**config.mk**
```make
export PLATFORM = sky130hd
export DESIGN_NAME = load_blink_code_led_top
export DESIGN_NICKNAME = d
export VERILOG_FILES = /design/src/rtl/lbcl_pkg.sv /design/src/rtl/lbcl_csr.sv /design/src/rtl/lbcl_engine.sv /design/src/rtl/lbcl_out.sv /design/src/rtl/load_blink_code_led_top.sv
export SDC_FILE = /design/constraint.sdc
export NUM_CORES = 1
export LEC_CHECK = 0
export ABC_AREA = 1
export BUFFER_PORTS_ARGS = -buffer_cell sky130_fd_sc_hd__buf_2
export CAP_MARGIN = 20
export CORE_ASPECT_RATIO = 1.2
export CORE_UTILIZATION = 43
export DETAILED_ROUTE_END_ITERATION = 8
export HOLD_SLACK_MARGIN = 0.06
export PLACE_DENSITY = 0.69
export SETUP_SLACK_MARGIN = 0.15
export SYNTH_ARGS = -nofsm -noshare
export SYNTH_HDL_FRONTEND = slang
export SYNTH_SLANG_ARGS = --single-unit
export TNS_END_PERCENT = 1
```
**constraint.sdc**
```tcl
create_clock -name clock -period 5.3 [get_ports clock]
set_input_delay 0.795 -clock clock [delete_from_list [all_inputs] [get_ports clock]]
set_output_delay 0.795 -clock clock [all_outputs]
set_load 0.01 [all_outputs]
```
**src/rtl/lbcl_pkg.sv**
```systemverilog
// shared types and constants for the load blink-code led driver
package lbcl_pkg;

   localparam int unsigned TimeWidth   = 32;
   localparam int unsigned TenthsWidth = 10;
   localparam int unsigned LevelWidth  = 3;
   localparam int unsigned CsrIdxWidth = 2;

   localparam logic [TenthsWidth-1:0] OverloadTenths = 10'd950;
   localparam logic [TenthsWidth-1:0] Level4Tenths   = 10'd800;
   localparam logic [TenthsWidth-1:0] Level3Tenths   = 10'd600;
   localparam logic [TenthsWidth-1:0] Level2Tenths   = 10'd400;
   localparam logic [TenthsWidth-1:0] Level1Tenths   = 10'd200;

   localparam logic [TimeWidth-1:0] GapTimeReset = 32'd1000;
   localparam logic [TimeWidth-1:0] OnTimeReset  = 32'd150;
   localparam logic [TimeWidth-1:0] OffTimeReset = 32'd250;

   typedef enum logic [CsrIdxWidth-1:0] {
      CSR_GAP_TIME = 2'd0,
      CSR_ON_TIME  = 2'd1,
      CSR_OFF_TIME = 2'd2
   } csr_index_type;

   typedef enum logic [0:0] {
      OP_LOAD = 1'b0,
      OP_TICK = 1'b1
   } op_type;

   typedef enum logic [1:0] {
      PH_IDLE = 2'd0,
      PH_ON   = 2'd1,
      PH_OFF  = 2'd2
   } phase_type;

   typedef struct packed {
      logic                   op;
      logic [TenthsWidth-1:0] load_tenths;
      logic [TimeWidth-1:0]   now_time;
   } req_type;

   typedef struct packed {
      logic led_write;
      logic led_value;
   } rsp_type;

   typedef struct packed {
      logic [TimeWidth-1:0] gap_time;
      logic [TimeWidth-1:0] on_time;
      logic [TimeWidth-1:0] off_time;
   } cfg_type;

   typedef struct packed {
      logic                  overload;
      phase_type             phase;
      logic [LevelWidth-1:0] level;
      logic [LevelWidth-1:0] index;
   } status_type;

endpackage

```
**src/rtl/lbcl_csr.sv**
```systemverilog
// configuration registers for gap, on and off times
module lbcl_csr (
   input  logic                                 clock,
   input  logic                                 reset,
   input  logic                                 csr_we,
   input  logic [lbcl_pkg::CsrIdxWidth-1:0]     csr_index,
   input  logic [lbcl_pkg::TimeWidth-1:0]       csr_wdata,
   output lbcl_pkg::cfg_type                    cfg
);

   lbcl_pkg::cfg_type cfg_ff;
   lbcl_pkg::cfg_type cfg_in;

   always_comb begin
      cfg_in = cfg_ff;
      if (csr_we) begin
         case (csr_index)
            lbcl_pkg::CSR_GAP_TIME: cfg_in.gap_time = csr_wdata;
            lbcl_pkg::CSR_ON_TIME:  cfg_in.on_time  = csr_wdata;
            lbcl_pkg::CSR_OFF_TIME: cfg_in.off_time = csr_wdata;
            default:                cfg_in          = cfg_ff;
         endcase
      end
   end

   always_ff @(posedge clock) begin
      if (reset) begin
         cfg_ff.gap_time <= lbcl_pkg::GapTimeReset;
         cfg_ff.on_time  <= lbcl_pkg::OnTimeReset;
         cfg_ff.off_time <= lbcl_pkg::OffTimeReset;
      end else begin
         cfg_ff <= cfg_in;
      end
   end

   assign cfg = cfg_ff;

endmodule

```
**src/rtl/lbcl_engine.sv**
```systemverilog
// input register, blink state and single-pass step logic
module lbcl_engine (
   input  logic                 clock,
   input  logic                 reset,
   input  lbcl_pkg::cfg_type    cfg,
   input  logic                 req_valid,
   output logic                 req_ready,
   input  lbcl_pkg::req_type    req_data,
   output logic                 out_valid,
   input  logic                 out_ready,
   output lbcl_pkg::rsp_type    out_data,
   output lbcl_pkg::status_type status
);

   logic                                  item_valid_ff;
   logic                                  item_valid_in;
   lbcl_pkg::req_type                     item_ff;
   logic                                  advance;

   logic                                  overload_ff;
   logic                                  overload_in;
   logic [lbcl_pkg::LevelWidth-1:0]       level_ff;
   logic [lbcl_pkg::LevelWidth-1:0]       level_in;
   logic [lbcl_pkg::LevelWidth-1:0]       index_ff;
   logic [lbcl_pkg::LevelWidth-1:0]       index_in;
   lbcl_pkg::phase_type                   phase_ff;
   lbcl_pkg::phase_type                   phase_in;
   logic [lbcl_pkg::TimeWidth-1:0]        start_ff;
   logic [lbcl_pkg::TimeWidth-1:0]        start_in;

   logic [lbcl_pkg::TimeWidth-1:0]        elapsed;
   logic [lbcl_pkg::LevelWidth-1:0]       new_level;
   logic                                  wr;
   logic                                  val;

   assign advance       = item_valid_ff && out_ready;
   assign req_ready     = !item_valid_ff || out_ready;
   assign item_valid_in = (req_valid && req_ready) || (item_valid_ff && !out_ready);

   always_ff @(posedge clock) begin
      if (reset) begin
         item_valid_ff <= 1'b0;
      end else begin
         item_valid_ff <= item_valid_in;
      end
   end

   always_ff @(posedge clock) begin
      if (req_valid && req_ready) begin
         item_ff <= req_data;
      end
   end

   // load quantizer
   always_comb begin
      if (item_ff.load_tenths >= lbcl_pkg::Level4Tenths) begin
         new_level = 3'd4;
      end else if (item_ff.load_tenths >= lbcl_pkg::Level3Tenths) begin
         new_level = 3'd3;
      end else if (item_ff.load_tenths >= lbcl_pkg::Level2Tenths) begin
         new_level = 3'd2;
      end else if (item_ff.load_tenths >= lbcl_pkg::Level1Tenths) begin
         new_level = 3'd1;
      end else begin
         new_level = 3'd0;
      end
   end

   assign elapsed = item_ff.now_time - start_ff;

   always_comb begin
      overload_in = overload_ff;
      level_in    = level_ff;
      index_in    = index_ff;
      phase_in    = phase_ff;
      start_in    = start_ff;
      wr          = 1'b0;
      val         = 1'b0;
      if (item_ff.op == lbcl_pkg::OP_LOAD) begin
         if (item_ff.load_tenths >= lbcl_pkg::OverloadTenths) begin
            overload_in = 1'b1;
            wr          = 1'b1;
            val         = 1'b1;
         end else if (!overload_ff && (new_level != level_ff)) begin
            level_in = new_level;
            index_in = '0;
            phase_in = lbcl_pkg::PH_IDLE;
            start_in = item_ff.now_time;
         end
      end else if (!overload_ff) begin
         case (phase_ff)
            lbcl_pkg::PH_ON: begin
               if (elapsed >= cfg.on_time) begin
                  phase_in = lbcl_pkg::PH_OFF;
                  start_in = item_ff.now_time;
                  wr       = 1'b1;
               end
            end
            lbcl_pkg::PH_OFF: begin
               if (elapsed >= cfg.off_time) begin
                  start_in = item_ff.now_time;
                  wr       = 1'b1;
                  if (index_ff < level_ff) begin
                     index_in = index_ff + 3'd1;
                     phase_in = lbcl_pkg::PH_ON;
                     val      = 1'b1;
                  end else begin
                     index_in = '0;
                     phase_in = lbcl_pkg::PH_IDLE;
                  end
               end
            end
            default: begin
               wr = 1'b1;
               if ((level_ff != '0) && ((start_ff == '0) || (elapsed >= cfg.gap_time))) begin
                  phase_in = lbcl_pkg::PH_ON;
                  start_in = item_ff.now_time;
                  index_in = 3'd1;
                  val      = 1'b1;
               end
            end
         endcase
      end
   end

   always_ff @(posedge clock) begin
      if (reset) begin
         overload_ff <= 1'b0;
         level_ff    <= '0;
         index_ff    <= '0;
         phase_ff    <= lbcl_pkg::PH_IDLE;
         start_ff    <= '0;
      end else if (advance) begin
         overload_ff <= overload_in;
         level_ff    <= level_in;
         index_ff    <= index_in;
         phase_ff    <= phase_in;
         start_ff    <= start_in;
      end
   end

   assign out_valid          = item_valid_ff;
   assign out_data.led_write = wr;
   assign out_data.led_value = wr & val;

   assign status.overload = overload_ff;
   assign status.phase    = phase_ff;
   assign status.level    = level_ff;
   assign status.index    = index_ff;

endmodule

```
**src/rtl/lbcl_out.sv**
```systemverilog
// result register towards the rsp channel
module lbcl_out (
   input  logic              clock,
   input  logic              reset,
   input  logic              in_valid,
   output logic              in_ready,
   input  lbcl_pkg::rsp_type in_data,
   output logic              rsp_valid,
   input  logic              rsp_ready,
   output lbcl_pkg::rsp_type rsp_data
);

   logic              valid_ff;
   logic              valid_in;
   lbcl_pkg::rsp_type data_ff;

   assign in_ready = !valid_ff || rsp_ready;
   assign valid_in = in_valid || (valid_ff && !rsp_ready);

   always_ff @(posedge clock) begin
      if (reset) begin
         valid_ff <= 1'b0;
      end else begin
         valid_ff <= valid_in;
      end
   end

   always_ff @(posedge clock) begin
      if (in_valid && in_ready) begin
         data_ff <= in_data;
      end
   end

   assign rsp_valid = valid_ff;
   assign rsp_data  = data_ff;

endmodule

```
**src/rtl/load_blink_code_led_top.sv**
```systemverilog
// top level of the load blink-code led driver
// path: an accepted item is held in the engine input register, and its result is
// then captured in the result register, which drives the rsp channel
// throughput: one item per cycle while rsp_ready is high, set by the combinational
// step between the input register and the result register
// reset: synchronous, clears the blink state and the overload latch, empties both
// register stages; configuration returns to gap 1000, on 150, off 250 ms
module load_blink_code_led_top (
   input  logic                                 clock,
   input  logic                                 reset,
   input  logic                                 req_valid,
   output logic                                 req_ready,
   input  lbcl_pkg::req_type                    req_data,
   output logic                                 rsp_valid,
   input  logic                                 rsp_ready,
   output lbcl_pkg::rsp_type                    rsp_data,
   input  logic                                 csr_we,
   input  logic [lbcl_pkg::CsrIdxWidth-1:0]     csr_index,
   input  logic [lbcl_pkg::TimeWidth-1:0]       csr_wdata
);

   lbcl_pkg::cfg_type    cfg;
   lbcl_pkg::rsp_type    step_data;
   lbcl_pkg::status_type status;
   logic                 step_valid;
   logic                 step_ready;

   lbcl_csr u_csr (
      .clock     (clock),
      .reset     (reset),
      .csr_we    (csr_we),
      .csr_index (csr_index),
      .csr_wdata (csr_wdata),
      .cfg       (cfg)
   );

   lbcl_engine u_engine (
      .clock     (clock),
      .reset     (reset),
      .cfg       (cfg),
      .req_valid (req_valid),
      .req_ready (req_ready),
      .req_data  (req_data),
      .out_valid (step_valid),
      .out_ready (step_ready),
      .out_data  (step_data),
      .status    (status)
   );

   lbcl_out u_out (
      .clock     (clock),
      .reset     (reset),
      .in_valid  (step_valid),
      .in_ready  (step_ready),
      .in_data   (step_data),
      .rsp_valid (rsp_valid),
      .rsp_ready (rsp_ready),
      .rsp_data  (rsp_data)
   );

   // overload latch only clears on reset
   a_latch_holds: assert property (@(posedge clock) disable iff (reset)
      status.overload |=> status.overload)
      else $error("overload latch dropped");

   // idle always leaves the blink index at zero
   a_idle_index: assert property (@(posedge clock) disable iff (reset)
      (status.phase == lbcl_pkg::PH_IDLE) |-> (status.index == '0))
      else $error("blink index not cleared in idle");

   // a blink group only runs with a nonzero level
   a_active_level: assert property (@(posedge clock) disable iff (reset)
      (status.phase != lbcl_pkg::PH_IDLE) |-> (status.level != '0))
      else $error("blink phase active at level zero");

   // a lit result can only follow once the led is written
   a_value_qualified: assert property (@(posedge clock) disable iff (reset)
      (rsp_valid && !rsp_data.led_write) |-> !rsp_data.led_value)
      else $error("led value set without led write");

endmodule
```
* Word-level counts from Yosys, hierarchy flattened
Index checks and enable logic that the tools add are counted.
** Word-level totals
- Logic and storage cells :: 109
- Register bits after elaboration :: 184
- Input port bits :: 82
- Output and inout port bits :: 4
** Operators by class
- Mux-type cells :: 41
- Magnitude comparators :: 9
- Equal/unequal tests :: 12
- Add/sub/neg operators :: 2
- Bitwise logic cells :: 3
- Reduce and logical (&&, ||, !) cells :: 27
** Operators by type and width (count)
- $mux W32 :: 7
- $ge A32 B32 Y1 :: 3
- $pmux W32 S2 :: 1
- $logic_not A32 Y1 :: 1
- $sub A32 B32 Y32 :: 1
- $ge A10 B10 Y1 const B :: 3
- $mux W3 :: 10
- $mux W2 :: 7
- $reduce_and A7 Y1 :: 2
- $mux W1 :: 12
- $ge A10 B8 Y1 const B :: 1
- $ge A10 B9 Y1 const B :: 1
- $ne A3 B3 Y1 const B :: 3
- $logic_and A1 B1 Y1 :: 6
- $pmux W3 S2 :: 1
- $reduce_and A2 Y1 :: 3
- $logic_not A1 Y1 :: 5
- $logic_or A1 B1 Y1 :: 5
- $eq A2 B1 Y1 const B :: 2
- $eq A2 B2 Y1 const B :: 2
- $ne A2 B2 Y1 const B :: 2
- $ne A4 B4 Y1 const B :: 1
- $pmux W1 S2 :: 2
- $pmux W2 S2 :: 1
- 11 further kinds :: 12

* Longest topological paths before layout
- Depth in word-level cells :: 10
- Mapped depth :: 28
- Mapped depth without buffers :: 27

* Hierarchy
A second synthesis with hierarchy kept.
** Unflattened totals
- Cell total of the unflattened synthesis :: 1667
- Area total of the unflattened synthesis :: 11638.7 um^2
** By module, submodules not included
- lbcl_engine :: sequential area each 2102.0 um^2, cells an instance 1070, instances 1, area an instance 7603.5 um^2
- lbcl_csr :: sequential area each 1921.8 um^2, cells an instance 589, instances 1, area an instance 3927.5 um^2
- lbcl_out :: sequential area each 80.1 um^2, cells an instance 8, instances 1, area an instance 107.6 um^2

* Least setup slack after synthesis
OpenSTA, ideal clock, no wires.
- Path type :: flip-flop to flip-flop
- Start :: register u_engine.item_ff[0] (netlist name)
- End :: register u_engine.start_ff[28] (netlist name)
- Data required time :: 5.187 ns
- Period minus slack after synthesis :: 3.770 ns
- Arrival time :: 3.657 ns
- Setup time :: 0.113 ns
- Path buffers :: 1
- Setup slack :: 1.530 ns
- Cell stages (with the launch flop) :: 26
- Cell sequence :: edfxtp_1 inv_1 ha_1 inv_1 fa_1 nand3_1 nand2_1 a21oi_1 o21ai_1 a21boi_0 o21ai_0 a21oi_1 xnor2_1 ha_1 nand2_1 nor2_1 nand4_1 nor2_1 nand4_1 nand4_1 nand3_2 nor2_4 buf_2 nand2_1 nand2_1 nor2_1
** On the way
- Longest elaborated chain between the ends :: 6
- Elaborated cells on any way between the ends :: 10
- Those cells by class :: add/sub: 1; order compare: 3; eq/ne: 3; reduce/logical: 3
** Ends and longest elaborated chain
- start, declared :: RTL line lbcl_engine.sv:17 : lbcl_pkg::req_type item_ff;
- start signal, assigned :: RTL line lbcl_engine.sv:50 : item_ff <= req_data;
- $sub A32 B32 Y32 (*) :: RTL line lbcl_engine.sv:69 : assign elapsed = item_ff.now_time - start_ff;
- $ge A32 B32 Y1 :: RTL line lbcl_engine.sv:115 : if ((level_ff != '0) && ((start_ff == '0) || (elapsed >= cfg.gap_time))) begin
- $logic_or A1 B1 Y1 :: RTL line lbcl_engine.sv:115
- $logic_and A1 B1 Y1 :: RTL line lbcl_engine.sv:115
- $ne A4 B4 Y1 (no source line)
- $reduce_and A7 Y1 (no source line) (*)
- end signal, assigned :: RTL line lbcl_engine.sv:138 : start_ff <= start_in;
- end, declared :: RTL line lbcl_engine.sv:28 : logic [lbcl_pkg::TimeWidth-1:0] start_ff;
Every way passes the cells marked *; elsewhere a longest branch is shown, timed or not.
A chain may end at the register's enable or synchronous reset.

* Final worst setup path
- Start :: register u_engine.item_ff[0] (netlist name)
- End :: register u_engine.start_ff[3] (netlist name)
The elaborated chain is that of the path after synthesis.

==> results.json <==
{
  "status": "complete, no violations",
  "r2r_start": "u_engine.item_ff[0]$_DFFE_PP_",
  "drive_gt1_frac": 0.0827,
  "grt_pass1_wl_um": 40600,
  "dp_hpwl_um": 18500,
  "nFillCells": 2442,
  "wl_per_cell_um": 12.9,
  "rsz0062_at_grt": "no",
  "ys_ff_latch": 183,
  "r2r_setup_slack_ps": 580,
  "min_to": "u_csr.cfg[57]$_SDFFE_PP0P_",
  "clock_skew_ps": 17.2,
  "clock-sinks": 183,
  "cp.required_ps": 5630,
  "tightest_slew_ps": 964,
  "drv_slew": 0,
  "grt_usage": 0.194,
  "port_buffers": 84,
  "layout.nets": 1738,
  "placementRows": 63,
  "fin_crit_sh": 0.890,
  "synthCells": 1451,
  "cp-start-kind": "flip-flop",
  "worstPathMaxFanout": 68,
  "clk_pin_slew_ps": 70,
  "io_pins": 86,
  "cts_resized": 0,
  "period_needed_ps": 4720,
  "die_x_um": 147,
  "p_total_mw": 4.03,
  "die_area_um2": 25900,
  "grt_max_degree": 97,
  "layout_commonest_cell": "nand2_1",
  "drtAntennaViolNets": 0,
  "ys_warn_count": 0,
  "max_freq_ghz": 0.212,
  "clk_latency_ps": 440,
  "avgSynthCellArea_um2": 7.50,
  "final_cells": 1861,
  "cts_htree_levels": 4,
  "clockBufferDepth": 2,
  "irDropWorstVdd_mv": 0.225,
  "pwr_density_cell_nw_per_um2": 329,
  "r2r-end": "u_engine.start_ff[3]$_SDFFE_PP0P_",
  "cts-root-buf": "clkbuf_16",
  "drt-total-wl_um": 24100,
  "grt_pass1_vias": 8754,
  "die_h_um": 176,
  "holdCritPathClass": "flip-flop to flip-flop",
  "p_leak_nw": 5.49,
  "final_cell_mix": "256 x nand2_1, 230 x inv_1, 179 x a21oi_1",
  "drtPass1Iterations": 5,
  "antenna_found_initial": 1,
  "syn2layout_area_growth_pct": 12.4,
  "cts_buffers": 17,
  "coreArea_um2": 24800,
  "ys_seq_area_frac": 0.377,
  "hp-start": "u_csr.cfg[57]$_SDFFE_PP0P_",
  "avgViaCountPerCell": 5.02,
  "syn_area_um2": 10900,
  "drcViolationCount": 0,
  "reg2regPathDepth": 25,
  "drv_cap": 0,
  "hold_depth": 2,
  "gp_congestion": 0.897,
  "hold_violations": 0,
  "grt_overflow": 0,
  "crit_type": "flip-flop to flip-flop",
  "tritoncts": "done",
  "drt-initial-drc-count": 482,
  "synth_fp_nets": 1667,
  "slew_headroom": 0.355,
  "cts_setup_buffers": 0,
  "fin_tns_setup_ps": 0,
  "hold_buffers": 0,
  "dp.cells": 1828,
  "vias": 9349,
  "cp_data_arrival_time_ps": 5040,
  "cp-end-kind": "flip-flop",
  "holdWs_ps": 463,
  "synth_cell_types": 33,
  "start_util": 0.439,
  "final-setup-viol-count": 0
}
[metrics by stage]
step / setup WS [ps] / area, µm² / util
after floorplan: 1530 / 10900 / -
after global placement: 668 / 11600 / 0.469
after detailed placement: 585 / 11600 / 0.469
after CTS: 561 / 12200 / 0.494
after global routing: 164 / 12200 / 0.494
final: 585 / 12200 / 0.494
[state kept, by name, summed over array words and instances (netlist names)]
name,flops
u_engine.overload_ff,1
u_engine.phase_ff,2
u_engine.index_ff,3
u_out.rsp_valid,1
u_engine.level_ff,3
u_out.rsp_data,2
u_engine.item_ff,42
u_engine.out_valid,1
u_engine.start_ff,32
u_csr.cfg,96
[worst max-delay path, cell delays in order, from the launching register on]
cell,delay [ps]
edfxtp_1,360
inv_1,80
ha_1,130
inv_1,60
fa_1,400
nand3_1,110
nand2_1,90
a21oi_1,190
o21ai_1,160
a21boi_0,440
o21ai_0,210
a21oi_1,210
xnor2_1,190
ha_1,330
nand2_1,50
nor2_1,120
nand4_1,100
nor2_1,180
nand4_1,220
nand4_1,220
nand3_2,130
nor2_4,140
buf_12,250
nand2_1,90
nand2_1,70
nor2_1,50
[worst max-delay path by stage]
stage | startpoint | to | slack, ps | cells past startpoint
after CTS | u_engine.item_ff[0]$_DFFE_PP_ | u_engine.start_ff[3]$_SDFFE_PP0P_ | 560 | 25
after floorplan | u_engine.item_ff[0]$_DFFE_PP_ | u_engine.start_ff[28]$_SDFFE_PP0P_ | 1530 | 25
after detailed placement | u_engine.item_ff[0]$_DFFE_PP_ | u_engine.start_ff[7]$_SDFFE_PP0P_ | 590 | 25
after global routing | u_engine.start_ff[2]$_SDFFE_PP0P_ | u_engine.start_ff[7]$_SDFFE_PP0P_ | 160 | 24
after global placement | u_engine.item_ff[0]$_DFFE_PP_ | u_engine.start_ff[1]$_SDFFE_PP0P_ | 670 | 25
final | u_engine.item_ff[0]$_DFFE_PP_ | u_engine.start_ff[3]$_SDFFE_PP0P_ | 580 | 25
[routing by layer]
metal,track usage,up-vias,part of all wire
met4,0.0735,0,0.024
met1,0.250,4242,0.47
li1,-,4910,-
met3,0.0279,35,0.034
met5,0,-,0
met2,0.326,162,0.47
[cell families after synthesis]
kind of cell / synth area share
flip-flops: 0.377
XOR/XNOR: 0.0250
adder cells (fa/ha/maj): 0.155
AND/OR/NAND/NOR: 0.178
buffers and inverters: 0.0964
AO/OA/AOI/OAI: 0.169
[cell type report]
| class | instances | area [µm²] | share of cell area |
|---|---|---|---|
| antenna | 1 | 2.50 | 0.000205 |
| clock buffer | 18 | 450 | 0.0369 |
| clock inverter | 14 | 173 | 0.0141 |
| inverter | 233 | 875 | 0.0716 |
| multi-input combinational | 996 | 5730 | 0.468 |
| sequential | 183 | 4100 | 0.336 |
| tap | 325 | 407 | 0.0333 |
| timing repair buffer | 91 | 485 | 0.0397 |
[power by group]
part	switching [mW]	total, mW	internal, mW
registers	0.0405	1.55	1.51
clock network	0.624	1.33	0.708
logic	0.705	1.14	0.436
total	1.37	4.03	2.66
[Yosys cell counts, drive strengths merged]
cell / n / area (µm²)
a211oi: 3 / 22.5
a21boi: 2 / 15.0
a21o: 4 / 30.0
a21oi: 179 / 896
a31oi: 2 / 12.5
buf: 9 / 61.3
clkbuf: 30 / 113
clkinv: 1 / 3.75
dfxtp: 139 / 2780
edfxtp: 44 / 1320
fa: 1 / 20.0
ha: 133 / 1660
inv: 232 / 871
nand2: 256 / 961
nand3: 25 / 130
nand4: 19 / 119
nor2: 170 / 646
nor3: 11 / 55.1
nor4: 4 / 25.0
o211ai: 19 / 143
o21a: 7 / 52.6
o21ai: 124 / 621
o21bai: 3 / 22.5
o22ai: 2 / 12.5
o31ai: 1 / 7.51
xnor2: 13 / 114
xor2: 18 / 158
(Power assumes the default switching activity.)
